`config.mk`:
```
export PLATFORM = sky130hd
export DESIGN_NAME = fan_speed_ramp_controller_unit
export DESIGN_NICKNAME = d
export VERILOG_FILES = /design/src/rtl/core/fsrc_pkg.sv /design/src/rtl/core/fsrc_ctrl.sv /design/src/rtl/core/fsrc_dp.sv /design/src/rtl/core/fan_speed_ramp_controller_unit.sv
export SDC_FILE = /design/constraint.sdc
export NUM_CORES = 1
export LEC_CHECK = 0
export ABC_AREA = 1
export ABC_CLOCK_PERIOD_IN_PS = 16900
export BUFFER_PORTS_ARGS = -buffer_cell sky130_fd_sc_hd__buf_4
export CAP_MARGIN = 20
export CORE_ASPECT_RATIO = 0.5
export CORE_MARGIN = 10
export CORE_UTILIZATION = 49
export CTS_CLUSTER_DIAMETER = 30
export DETAILED_ROUTE_END_ITERATION = 10
export PLACE_DENSITY = 0.76
export SYNTH_ARGS = -nofsm -noshare
export SYNTH_HDL_FRONTEND = slang
export SYNTH_SLANG_ARGS = --single-unit
export TNS_END_PERCENT = 100
```
`constraint.sdc`:
```
create_clock -name aclk -period 16.9 [get_ports aclk]
set_input_delay 0.845 -clock aclk [delete_from_list [all_inputs] [get_ports aclk]]
set_output_delay 0.845 -clock aclk [all_outputs]
set_load 0.02 [all_outputs]
```
`src/rtl/core/fsrc_pkg.sv`:
```
// Shared types and constants of the fan speed ramp controller.
`timescale 1ns / 1ps

package fsrc_pkg;

    localparam int unsigned DIV_STEPS = 7;
    localparam logic [6:0]  MANUAL_CAP = 7'd100;

    localparam logic [1:0] FUNC_OFF = 2'd0;
    localparam logic [1:0] FUNC_ON  = 2'd1;

    typedef enum logic [2:0] {
        CFG_TEMP_THRESHOLD = 3'd0,
        CFG_TEMP_MAX_ALARM = 3'd1,
        CFG_HUM_THRESHOLD  = 3'd2,
        CFG_HUM_MAX_ALARM  = 3'd3,
        CFG_SPEED_MIN      = 3'd4,
        CFG_SPEED_MAX      = 3'd5,
        CFG_DELTA_MIN      = 3'd6,
        CFG_SAFETY_SPEED   = 3'd7
    } cfg_idx_t;

    typedef enum logic [2:0] {
        CAUSE_MANUAL   = 3'd0,
        CAUSE_SAFETY   = 3'd1,
        CAUSE_COMBINED = 3'd2,
        CAUSE_TEMP     = 3'd3,
        CAUSE_HUM      = 3'd4,
        CAUSE_MINIMUM  = 3'd5
    } cause_t;

    typedef enum logic [1:0] {
        EVAL_DROP    = 2'd0,
        EVAL_NONRAMP = 2'd1,
        EVAL_RAMP    = 2'd2
    } eval_kind_t;

    typedef struct packed {
        logic [1:0]         func;
        logic [7:0]         manual_speed;
        logic [31:0]        now_ms;
        logic               recipe_active;
        logic               sensors_valid;
        logic               has_external;
        logic signed [11:0] temperature;
        logic [9:0]         humidity;
        logic signed [11:0] temp_delta;
        logic [15:0]        fan_rpm;
    } in_item_t;

    typedef struct packed {
        logic [6:0] speed_percent;
        logic       relay_on;
        cause_t     cause;
        logic       stalled;
        logic [6:0] speed_from_temp;
        logic [6:0] speed_from_hum;
        logic       temp_ramp_active;
        logic       telemetry_updated;
    } out_item_t;

    typedef struct packed {
        logic take;
        logic eval;
        logic div_step;
        logic div_swap;
        logic fin;
        logic load_out;
    } dp_cmd_t;

    typedef struct packed {
        eval_kind_t kind;
    } dp_status_t;

endpackage

```
`src/rtl/core/fsrc_ctrl.sv`:
```
// Sequencing state machine of the fan speed ramp controller.
`timescale 1ns / 1ps

module fsrc_ctrl (
    input  logic                 aclk,
    input  logic                 aresetn,
    input  logic                 s_valid,
    output logic                 s_ready,
    output logic                 m_valid,
    input  logic                 m_ready,
    input  fsrc_pkg::dp_status_t status,
    output fsrc_pkg::dp_cmd_t    cmd
);

    typedef enum logic [2:0] {
        S_IDLE,
        S_EVAL,
        S_DIV_T,
        S_SWAP,
        S_DIV_H,
        S_FIN,
        S_DONE
    } state_t;

    localparam logic [2:0] LAST_STEP = 3'(fsrc_pkg::DIV_STEPS - 1);

    state_t     state_reg;
    logic [2:0] cnt_reg;
    logic       m_valid_reg;
    logic       out_free;

    assign out_free = !m_valid_reg || m_ready;
    assign s_ready  = (state_reg == S_IDLE);
    assign m_valid  = m_valid_reg;

    always_comb begin
        cmd          = '0;
        cmd.take     = (state_reg == S_IDLE) && s_valid;
        cmd.eval     = (state_reg == S_EVAL);
        cmd.div_step = (state_reg == S_DIV_T) || (state_reg == S_DIV_H);
        cmd.div_swap = (state_reg == S_SWAP);
        cmd.fin      = (state_reg == S_FIN);
        cmd.load_out = (state_reg == S_DONE) && out_free;
    end

    always_ff @(posedge aclk) begin
        if (!aresetn) begin
            state_reg   <= S_IDLE;
            cnt_reg     <= '0;
            m_valid_reg <= 1'b0;
        end else begin
            if ((state_reg == S_DONE) && out_free) begin
                m_valid_reg <= 1'b1;
            end else if (m_ready) begin
                m_valid_reg <= 1'b0;
            end
            case (state_reg)
                S_IDLE: begin
                    if (s_valid) begin
                        state_reg <= S_EVAL;
                    end
                end
                S_EVAL: begin
                    cnt_reg <= '0;
                    case (status.kind)
                        fsrc_pkg::EVAL_NONRAMP: state_reg <= S_DONE;
                        fsrc_pkg::EVAL_RAMP:    state_reg <= S_DIV_T;
                        default:                state_reg <= S_IDLE;
                    endcase
                end
                S_DIV_T: begin
                    cnt_reg <= cnt_reg + 3'd1;
                    if (cnt_reg == LAST_STEP) begin
                        state_reg <= S_SWAP;
                    end
                end
                S_SWAP: begin
                    cnt_reg   <= '0;
                    state_reg <= S_DIV_H;
                end
                S_DIV_H: begin
                    cnt_reg <= cnt_reg + 3'd1;
                    if (cnt_reg == LAST_STEP) begin
                        state_reg <= S_FIN;
                    end
                end
                S_FIN: begin
                    state_reg <= S_DONE;
                end
                S_DONE: begin
                    if (out_free) begin
                        state_reg <= S_IDLE;
                    end
                end
                default: begin
                    state_reg <= S_IDLE;
                end
            endcase
        end
    end

endmodule

```
`src/rtl/core/fsrc_dp.sv`:
```
// Datapath of the fan speed ramp controller: settings, timer, ramps, shared divider.
`timescale 1ns / 1ps

module fsrc_dp #(
    parameter int unsigned UPDATE_INTERVAL_MS = 5000,
    parameter int unsigned STALL_RPM          = 300
) (
    input  logic                 aclk,
    input  logic                 aresetn,
    input  fsrc_pkg::in_item_t   s_item,
    input  logic                 cfg_we,
    input  logic [2:0]           cfg_index,
    input  logic [11:0]          cfg_data,
    input  fsrc_pkg::dp_cmd_t    cmd,
    output fsrc_pkg::dp_status_t status,
    output fsrc_pkg::out_item_t  m_item
);

    // settings
    logic signed [11:0] temp_thr_reg;
    logic signed [11:0] temp_max_reg;
    logic [9:0]         hum_thr_reg;
    logic [9:0]         hum_max_reg;
    logic [6:0]         spd_min_reg;
    logic [6:0]         spd_max_reg;
    logic signed [11:0] delta_min_reg;
    logic [6:0]         safety_reg;

    fsrc_pkg::in_item_t  in_reg;
    fsrc_pkg::out_item_t res_reg;
    fsrc_pkg::out_item_t res_next;
    fsrc_pkg::out_item_t res_fin;
    fsrc_pkg::out_item_t out_reg;
    logic [31:0]         last_reg;

    // divider
    logic [11:0] rem_reg;
    logic [6:0]  quo_reg;
    logic [11:0] dvs_reg;
    logic [18:0] hum_p_reg;
    logic [11:0] hum_r_reg;
    logic [6:0]  q_t_reg;

    logic        auto_mode;
    logic [31:0] elapsed;
    logic [6:0]  manual_cap;
    logic        spd_up;
    logic [6:0]  spd_diff;
    logic [11:0] num_t;
    logic [11:0] range_t;
    logic [9:0]  num_h;
    logic [9:0]  range_h;
    logic [18:0] prod_t;
    logic [16:0] prod_h;
    logic [12:0] trial;
    logic        trial_ge;
    logic [12:0] trial_sub;
    logic        temp_on;
    logic [6:0]  st;
    logic [6:0]  sh;
    logic [6:0]  tgt;
    logic [6:0]  tgt_lo;
    fsrc_pkg::cause_t cause;

    function automatic logic [6:0] ramp_mid(input logic up, input logic [6:0] smin,
                                            input logic [6:0] q);
        return up ? smin + q : smin - q;
    endfunction

    function automatic fsrc_pkg::out_item_t make_res(input logic [6:0] spd,
                                                     input fsrc_pkg::cause_t cs,
                                                     input logic [15:0] rpm);
        fsrc_pkg::out_item_t r;
        r                   = '0;
        r.speed_percent     = spd;
        r.relay_on          = (spd != 7'd0);
        r.cause             = cs;
        r.stalled           = (32'(rpm) < STALL_RPM) && (spd != 7'd0);
        return r;
    endfunction

    // mode decision
    assign elapsed    = in_reg.now_ms - last_reg;
    assign manual_cap = ({1'b0, in_reg.manual_speed} > {2'b00, fsrc_pkg::MANUAL_CAP})
                        ? fsrc_pkg::MANUAL_CAP : in_reg.manual_speed[6:0];

    always_comb begin
        auto_mode   = 1'b0;
        status.kind = fsrc_pkg::EVAL_NONRAMP;
        res_next    = make_res(7'd0, fsrc_pkg::CAUSE_MANUAL, in_reg.fan_rpm);
        case (in_reg.func)
            fsrc_pkg::FUNC_OFF: begin
                res_next = make_res(7'd0, fsrc_pkg::CAUSE_MANUAL, in_reg.fan_rpm);
            end
            fsrc_pkg::FUNC_ON: begin
                res_next = make_res(manual_cap, fsrc_pkg::CAUSE_MANUAL, in_reg.fan_rpm);
            end
            default: begin
                auto_mode = 1'b1;
                if (elapsed < UPDATE_INTERVAL_MS) begin
                    status.kind = fsrc_pkg::EVAL_DROP;
                end else if (!in_reg.recipe_active || !in_reg.sensors_valid) begin
                    res_next = make_res(safety_reg, fsrc_pkg::CAUSE_SAFETY, in_reg.fan_rpm);
                end else begin
                    status.kind = fsrc_pkg::EVAL_RAMP;
                end
            end
        endcase
    end

    // ramp operands
    assign spd_up   = (spd_max_reg >= spd_min_reg);
    assign spd_diff = spd_up ? spd_max_reg - spd_min_reg : spd_min_reg - spd_max_reg;
    assign num_t    = 12'(in_reg.temperature - temp_thr_reg);
    assign range_t  = 12'(temp_max_reg - temp_thr_reg);
    assign num_h    = in_reg.humidity - hum_thr_reg;
    assign range_h  = hum_max_reg - hum_thr_reg;
    assign prod_t   = num_t * spd_diff;
    assign prod_h   = num_h * spd_diff;

    // one restoring step; quotient fits in seven bits inside the ramp
    assign trial     = {rem_reg, quo_reg[6]};
    assign trial_ge  = (trial >= {1'b0, dvs_reg});
    assign trial_sub = trial - {1'b0, dvs_reg};

    // final selection
    assign temp_on = (in_reg.temperature >= temp_thr_reg) &&
                     (!in_reg.has_external || (in_reg.temp_delta > delta_min_reg));

    always_comb begin
        if (!temp_on) begin
            st = 7'd0;
        end else if (in_reg.temperature >= temp_max_reg) begin
            st = spd_max_reg;
        end else begin
            st = ramp_mid(spd_up, spd_min_reg, q_t_reg);
        end
        if (in_reg.humidity < hum_thr_reg) begin
            sh = 7'd0;
        end else if (in_reg.humidity >= hum_max_reg) begin
            sh = spd_max_reg;
        end else begin
            sh = ramp_mid(spd_up, spd_min_reg, quo_reg);
        end
        tgt_lo = (st > sh) ? st : sh;
        if (tgt_lo < spd_min_reg) begin
            tgt_lo = spd_min_reg;
        end
        tgt = (tgt_lo > spd_max_reg) ? spd_max_reg : tgt_lo;
        if ((st != 7'd0) && (sh != 7'd0)) begin
            cause = fsrc_pkg::CAUSE_COMBINED;
        end else if (st != 7'd0) begin
            cause = fsrc_pkg::CAUSE_TEMP;
        end else if (sh != 7'd0) begin
            cause = fsrc_pkg::CAUSE_HUM;
        end else begin
            cause = fsrc_pkg::CAUSE_MINIMUM;
        end
    end

    // ramp result with fresh telemetry
    always_comb begin
        res_fin                   = make_res(tgt, cause, in_reg.fan_rpm);
        res_fin.speed_from_temp   = st;
        res_fin.speed_from_hum    = sh;
        res_fin.temp_ramp_active  = temp_on;
        res_fin.telemetry_updated = 1'b1;
    end

    // settings and timer
    always_ff @(posedge aclk) begin
        if (!aresetn) begin
            temp_thr_reg  <= 12'sd250;
            temp_max_reg  <= 12'sd350;
            hum_thr_reg   <= 10'd700;
            hum_max_reg   <= 10'd900;
            spd_min_reg   <= 7'd20;
            spd_max_reg   <= 7'd100;
            delta_min_reg <= 12'sd20;
            safety_reg    <= 7'd30;
            last_reg      <= '0;
        end else begin
            if (cfg_we) begin
                case (cfg_index)
                    fsrc_pkg::CFG_TEMP_THRESHOLD: temp_thr_reg  <= cfg_data;
                    fsrc_pkg::CFG_TEMP_MAX_ALARM: temp_max_reg  <= cfg_data;
                    fsrc_pkg::CFG_HUM_THRESHOLD:  hum_thr_reg   <= cfg_data[9:0];
                    fsrc_pkg::CFG_HUM_MAX_ALARM:  hum_max_reg   <= cfg_data[9:0];
                    fsrc_pkg::CFG_SPEED_MIN:      spd_min_reg   <= cfg_data[6:0];
                    fsrc_pkg::CFG_SPEED_MAX:      spd_max_reg   <= cfg_data[6:0];
                    fsrc_pkg::CFG_DELTA_MIN:      delta_min_reg <= cfg_data;
                    fsrc_pkg::CFG_SAFETY_SPEED:   safety_reg    <= cfg_data[6:0];
                    default: ;
                endcase
            end
            if (cmd.eval && auto_mode && (status.kind != fsrc_pkg::EVAL_DROP)) begin
                last_reg <= in_reg.now_ms;
            end
        end
    end

    // payload
    always_ff @(posedge aclk) begin
        if (cmd.take) begin
            in_reg <= s_item;
        end
        if (cmd.eval) begin
            res_reg   <= res_next;
            rem_reg   <= prod_t[18:7];
            quo_reg   <= prod_t[6:0];
            dvs_reg   <= range_t;
            hum_p_reg <= {2'b00, prod_h};
            hum_r_reg <= {2'b00, range_h};
        end
        if (cmd.div_step) begin
            rem_reg <= trial_ge ? trial_sub[11:0] : trial[11:0];
            quo_reg <= {quo_reg[5:0], trial_ge};
        end
        if (cmd.div_swap) begin
            q_t_reg <= quo_reg;
            rem_reg <= hum_p_reg[18:7];
            quo_reg <= hum_p_reg[6:0];
            dvs_reg <= hum_r_reg;
        end
        if (cmd.fin) begin
            res_reg <= res_fin;
        end
        if (cmd.load_out) begin
            out_reg <= res_reg;
        end
    end

    assign m_item = out_reg;

endmodule

```
`src/rtl/core/fan_speed_ramp_controller_unit.sv`:
```
// Top level of the fan speed ramp controller: FSM, datapath, ports and checks.
`timescale 1ns / 1ps
// Path: off, manual and safety beats go from evaluate straight to the output hand-off;
// automatic ramp beats first make two runs of the shared serial divider, then finish.
// Flow: one beat in flight; the next can be taken the cycle after the result moves to
// the output register, which waits while the output is held; automatic beats dropped
// by the update timer go from evaluate straight back to idle.
// Reset: synchronous, active-low aresetn; settings return to defaults, timestamp to 0.

module fan_speed_ramp_controller_unit #(
    parameter int unsigned UPDATE_INTERVAL_MS = 5000,
    parameter int unsigned STALL_RPM          = 300
) (
    input  logic                aclk,
    input  logic                aresetn,
    // evaluation requests
    input  logic                s_valid,
    output logic                s_ready,
    input  fsrc_pkg::in_item_t  s_item,
    // results
    output logic                m_valid,
    input  logic                m_ready,
    output fsrc_pkg::out_item_t m_item,
    // settings write port
    input  logic                cfg_valid,
    output logic                cfg_ready,
    input  logic [2:0]          cfg_index,
    input  logic [11:0]         cfg_data
);

    fsrc_pkg::dp_cmd_t    cmd;
    fsrc_pkg::dp_status_t status;

    // Settings are single registers, so a write is always accepted.
    assign cfg_ready = 1'b1;

    // Controller: walks each beat through evaluate, then (ramp beats only) two divisions and
    // finish, then (all but dropped beats) hand-off to the output register; owns the output valid flag.
    fsrc_ctrl u_ctrl (
        .aclk    (aclk),
        .aresetn (aresetn),
        .s_valid (s_valid),
        .s_ready (s_ready),
        .m_valid (m_valid),
        .m_ready (m_ready),
        .status  (status),
        .cmd     (cmd)
    );

    // Datapath: holds settings and the last automatic timestamp, decides the
    // mode, forms the ramp products and divides them one quotient bit a cycle.
    fsrc_dp #(
        .UPDATE_INTERVAL_MS (UPDATE_INTERVAL_MS),
        .STALL_RPM          (STALL_RPM)
    ) u_dp (
        .aclk      (aclk),
        .aresetn   (aresetn),
        .s_item    (s_item),
        .cfg_we    (cfg_valid & cfg_ready),
        .cfg_index (cfg_index),
        .cfg_data  (cfg_data),
        .cmd       (cmd),
        .status    (status),
        .m_item    (m_item)
    );

`ifndef SYNTHESIS
    // Only one beat is worked on at a time: taking a beat closes the input.
    a_one_in_flight: assert property (@(posedge aclk) disable iff (!aresetn)
        (s_valid && s_ready) |=> !s_ready)
        else $error("input taken while a beat is in flight");

    // Relay drive follows the commanded speed.
    a_relay_speed: assert property (@(posedge aclk) disable iff (!aresetn)
        m_valid |-> (m_item.relay_on == (m_item.speed_percent != 7'd0)))
        else $error("relay drive disagrees with speed");

    // Fresh telemetry only comes from the ramp path.
    a_telemetry_cause: assert property (@(posedge aclk) disable iff (!aresetn)
        (m_valid && m_item.telemetry_updated) |->
        (m_item.cause != fsrc_pkg::CAUSE_MANUAL && m_item.cause != fsrc_pkg::CAUSE_SAFETY))
        else $error("telemetry flagged on a non-ramp result");

    // Manual and off results never exceed the manual cap.
    a_manual_cap: assert property (@(posedge aclk) disable iff (!aresetn)
        (m_valid && m_item.cause == fsrc_pkg::CAUSE_MANUAL) |->
        (m_item.speed_percent <= fsrc_pkg::MANUAL_CAP))
        else $error("manual speed above cap");
`endif

endmodule

```
==> metrics.txt <==
net total in the final layout between 3000 and 4000; starting density of the core between 50% and 60%; total cell area at the placement stage 25340 um^2; floorplan row count 56; total wire length slightly below 60 mm; cts bufs inserted 48; wire length of the first global-routing pass between 90 and 100 mm; Antenna Violating Nets Remaining 0; worst hold-check path type flip-flop to flip-flop; Hold Crit Start u_dp.res_reg[4]; number of buffers added for setup after CTS 0; synthesized net count 3200; met3 wire length ~4.4 mm; Critical-path top delay cell sky130_fd_sc_hd__ha_1; pins over their slew limit 0; Pwr per Cell Area 216.5 nW/um^2; via density per instance between 5 and 6; die area between 50000 and 60000 um^2; half-perimeter wire length after placement around 45 mm; Die X-Extent 330.5 um; Net Sw Power 2714 uW; clock tree sinks 330; Cells on Worst Hold Path 0; actual slew at the worst max-slew pin roughly 1.1 ns; Layout Cell Area excl Fill between 20000 and 30000 um^2; family of cells with the greatest summed delay on the critical path simple AND/OR/NAND/NOR gates; synth warn 0; final routed wire length divided by cell count 16.27 um; synthesized area divided by synthesized cell count between 8 and 9 um^2; Residual DRC 0; final-report hold violation count 0; number of diodes 0; WP buf/inv 4; number of buffers on the longest clock path 3; CP max FO 20; GRT Total Usage about a fifth; Setup Total Neg Slack 0 ns; switching share of power roughly 46%; Highest Clock Rate ~110 MHz; internal cell power 3125 uW; clk root buf sky130_fd_sc_hd__clkbuf_16; number of I/O pins 146; clock tree from TritonCTS built; delay of the slowest cell on the worst path roughly 0.63 ns; vias after detailed routing approximately 19000; number of flops mapped to enable cells by yosys between 200 and 250; core area between 40000 and 50000 um^2; flip-flop count of the largest register, all copies and words added a little over 90; largest net degree at the start of global routing around 110; synth top area cells sky130_fd_sc_hd__edfxtp_1 (27%), sky130_fd_sc_hd__ha_1 (13%), sky130_fd_sc_hd__dfxtp_1 (9.9%), sky130_fd_sc_hd__fa_1 (8.2%), sky130_fd_sc_hd__nand2_1 (7.6%); final number of setup-violating endpoints 0; die height between 150 and 200 um; Met1 Routed Length 24.68 mm; endpoint class of the critical path flip-flop; antenna violations before repair 3; count of routing violations after the opening detailed-route iteration around 1500; number of cells produced by synthesis approximately 2700; Worst R2R Start u_dp.spd_max_reg[0]; number of instances resized during post-cts repair 0; setup repair after global routing missed its margin no; leakage power 0.01251 uW; critical path start-end classification flip-flop to flip-flop; reg-to-reg endpoint u_dp.res_reg[20]; required time of the worst setup path about 17 ns; ratio of cells with drive above 1 in the final layout 10.68%; vias in the first global route about 19000; port buffer count between 100 and 150; Syn Std Cell Area 23610 um^2; top cell type by total area after synthesis sky130_fd_sc_hd__edfxtp_1; layout-stage area growth over the synthesis result 14.18%; sequential area share after synthesis between 30 and 40%; quantity of hold-fixing buffers added after cts 0; Hold Path Sink u_dp.m_item[4]; number of H-tree levels 2; FF+latch count, synth 330; drt pass-1 iters 6; worst reg-to-reg path cell count 44; source-to-sink clock delay at the later pin of the worst-skew pair approximately 0.59 ns; clock-pin slew reported for the worst setup and hold paths after clock tree synthesis approximately 0.060 ns; GRT overflow 0; weighted congestion at the end of routability-driven global placement slightly above 0.9; Top FF cell, synth sky130_fd_sc_hd__edfxtp_1; Clock Power Share 16.7%; Logic pwr share 60.9%; Top cell by count, worst path sky130_fd_sc_hd__nand2_1; largest voltage drop on the vdd net between 0.0001 and 0.00015 V; run status complete, no violations; share of async-settable or async-resettable flops after synthesis 0%; final critical-path share of the clock period a little over half; share of the synthesized area in the top cell type a little over a quarter; setup skew after layout 0.04835 ns; clock period minus worst slack around 9.2 ns; max-capacitance violation count 0; sort of element at the start of the critical path flip-flop; sequential fraction of design power 22.4%; slack of the worst reg-to-reg path 7.75 ns; routed wire length on met2 27.13 mm; distinct cell type count of the synthesized netlist 62; highest metal used met4; worst max-slew margin expressed relative to the limit a little over a quarter; data arrival time of the critical path between 9 and 10 ns
-- power groups by stage --
| stage | clock network [uW] | logic [uW] | registers [uW] |
|---|---|---|---|
| after detailed placement | 0 | 3510 | 1320 |
| after floorplan | 0 | 2800 | 1290 |
| after global routing | 1030 | 4090 | 1320 |
| final | 975 | 3560 | 1310 |
| after global placement | 0 | 3390 | 1310 |
| after CTS | 990 | 3540 | 1300 |
-- cells in the mapped netlist (all sizes together), types with 7 or more instances --
cell,instances
dfxtp,117
clkinv,7
nor2,253
clkbuf,41
ha,245
buf,15
a211oi,7
o211ai,39
fa,97
a21oi,222
a21o,15
a31oi,19
o21a,11
xor2,74
o31ai,10
o21bai,17
o21ai,185
nand4,22
nand3,82
nand2,497
xnor2,34
inv,460
edfxtp,213
nor3,24
-- per-stage QoR --
| step | cells | hold slack (ns) | util [%] | setup slack (ns) | total power, uW |
|---|---|---|---|---|---|
| floorplan | 2743 | 0.4003 | - | 9.086 | 4092 |
| global placement | 3478 | 0.4007 | 53.65 | 7.991 | 4703 |
| detailed placement | 3478 | 0.4054 | 53.65 | 7.791 | 4832 |
| CTS | 3568 | 0.4045 | 57.06 | 7.768 | 5839 |
| global route | 3569 | 0.4004 | 57.10 | 6.816 | 6445 |
| finish | 3569 | 0.4168 | 57.10 | 7.747 | 5839 |
-- kinds of logic (layout without fill, tap and decap cells) --
logic type / count (synthesis) / in the layout / share of synthesized area (%)
and+or+nand+nor: 896 / 896 / 15.99
adders and majority gates: 342 / 342 / 21.20
AOI/OAI and AO/OA: 543 / 543 / 13.28
DFF: 330 / 330 / 37.01
other: 1 / 1 / 0.01588
buffers and inverters: 523 / 711 / 8.467
xor gates and xnor gates: 108 / 108 / 4.038
-- cell type report --
type	instances	area [um^2]
fillers	4136	20260
multi-input cells	1890	12900
flip-flops and latches	330	8738
inverters	467	1755
clock buffers	57	1296
repair buffers	154	1164
well taps	638	798.3
clock inverters	33	315.3
-- routing by layer --
metal	track usage, %	vias to the layer above
met1	24.82	8875
met4	7.132	0
met3	3.730	118
met2	33.97	575
li1	-	9388
met5	0	-
-- layout by cell type (no fill, tap or decap), drive strengths merged, types with 39 or more instances in the layout --
cell,synthesis,final
buf,15,154
dfxtp,117,117
inv,460,471
xor2,74,74
o211ai,39,39
fa,97,97
nand3,82,82
a21oi,222,222
o21ai,185,185
clkbuf,41,57
nand2,497,497
edfxtp,213,213
ha,245,245
nor2,253,253
-- how the worst max path moves through the flow --
| stage | start | end | slack (ns) | cells past startpoint |
|---|---|---|---|---|
| 6_report | u_dp.spd_max_reg[0] | u_dp.res_reg[20] | 7.75 | 44 |
| 5_1_grt | u_dp.spd_max_reg[0] | u_dp.res_reg[20] | 6.82 | 44 |
| 4_1_cts | u_dp.spd_max_reg[0] | u_dp.res_reg[20] | 7.77 | 44 |
| 3_5_place_dp | u_dp.spd_max_reg[0] | u_dp.res_reg[20] | 7.79 | 44 |
| 3_3_place_gp | u_dp.spd_max_reg[0] | u_dp.res_reg[16] | 7.99 | 44 |
| 2_1_floorplan | s_valid | u_dp.in_reg[10] | 9.09 | 2 |
(Power assumes the default switching activity.)
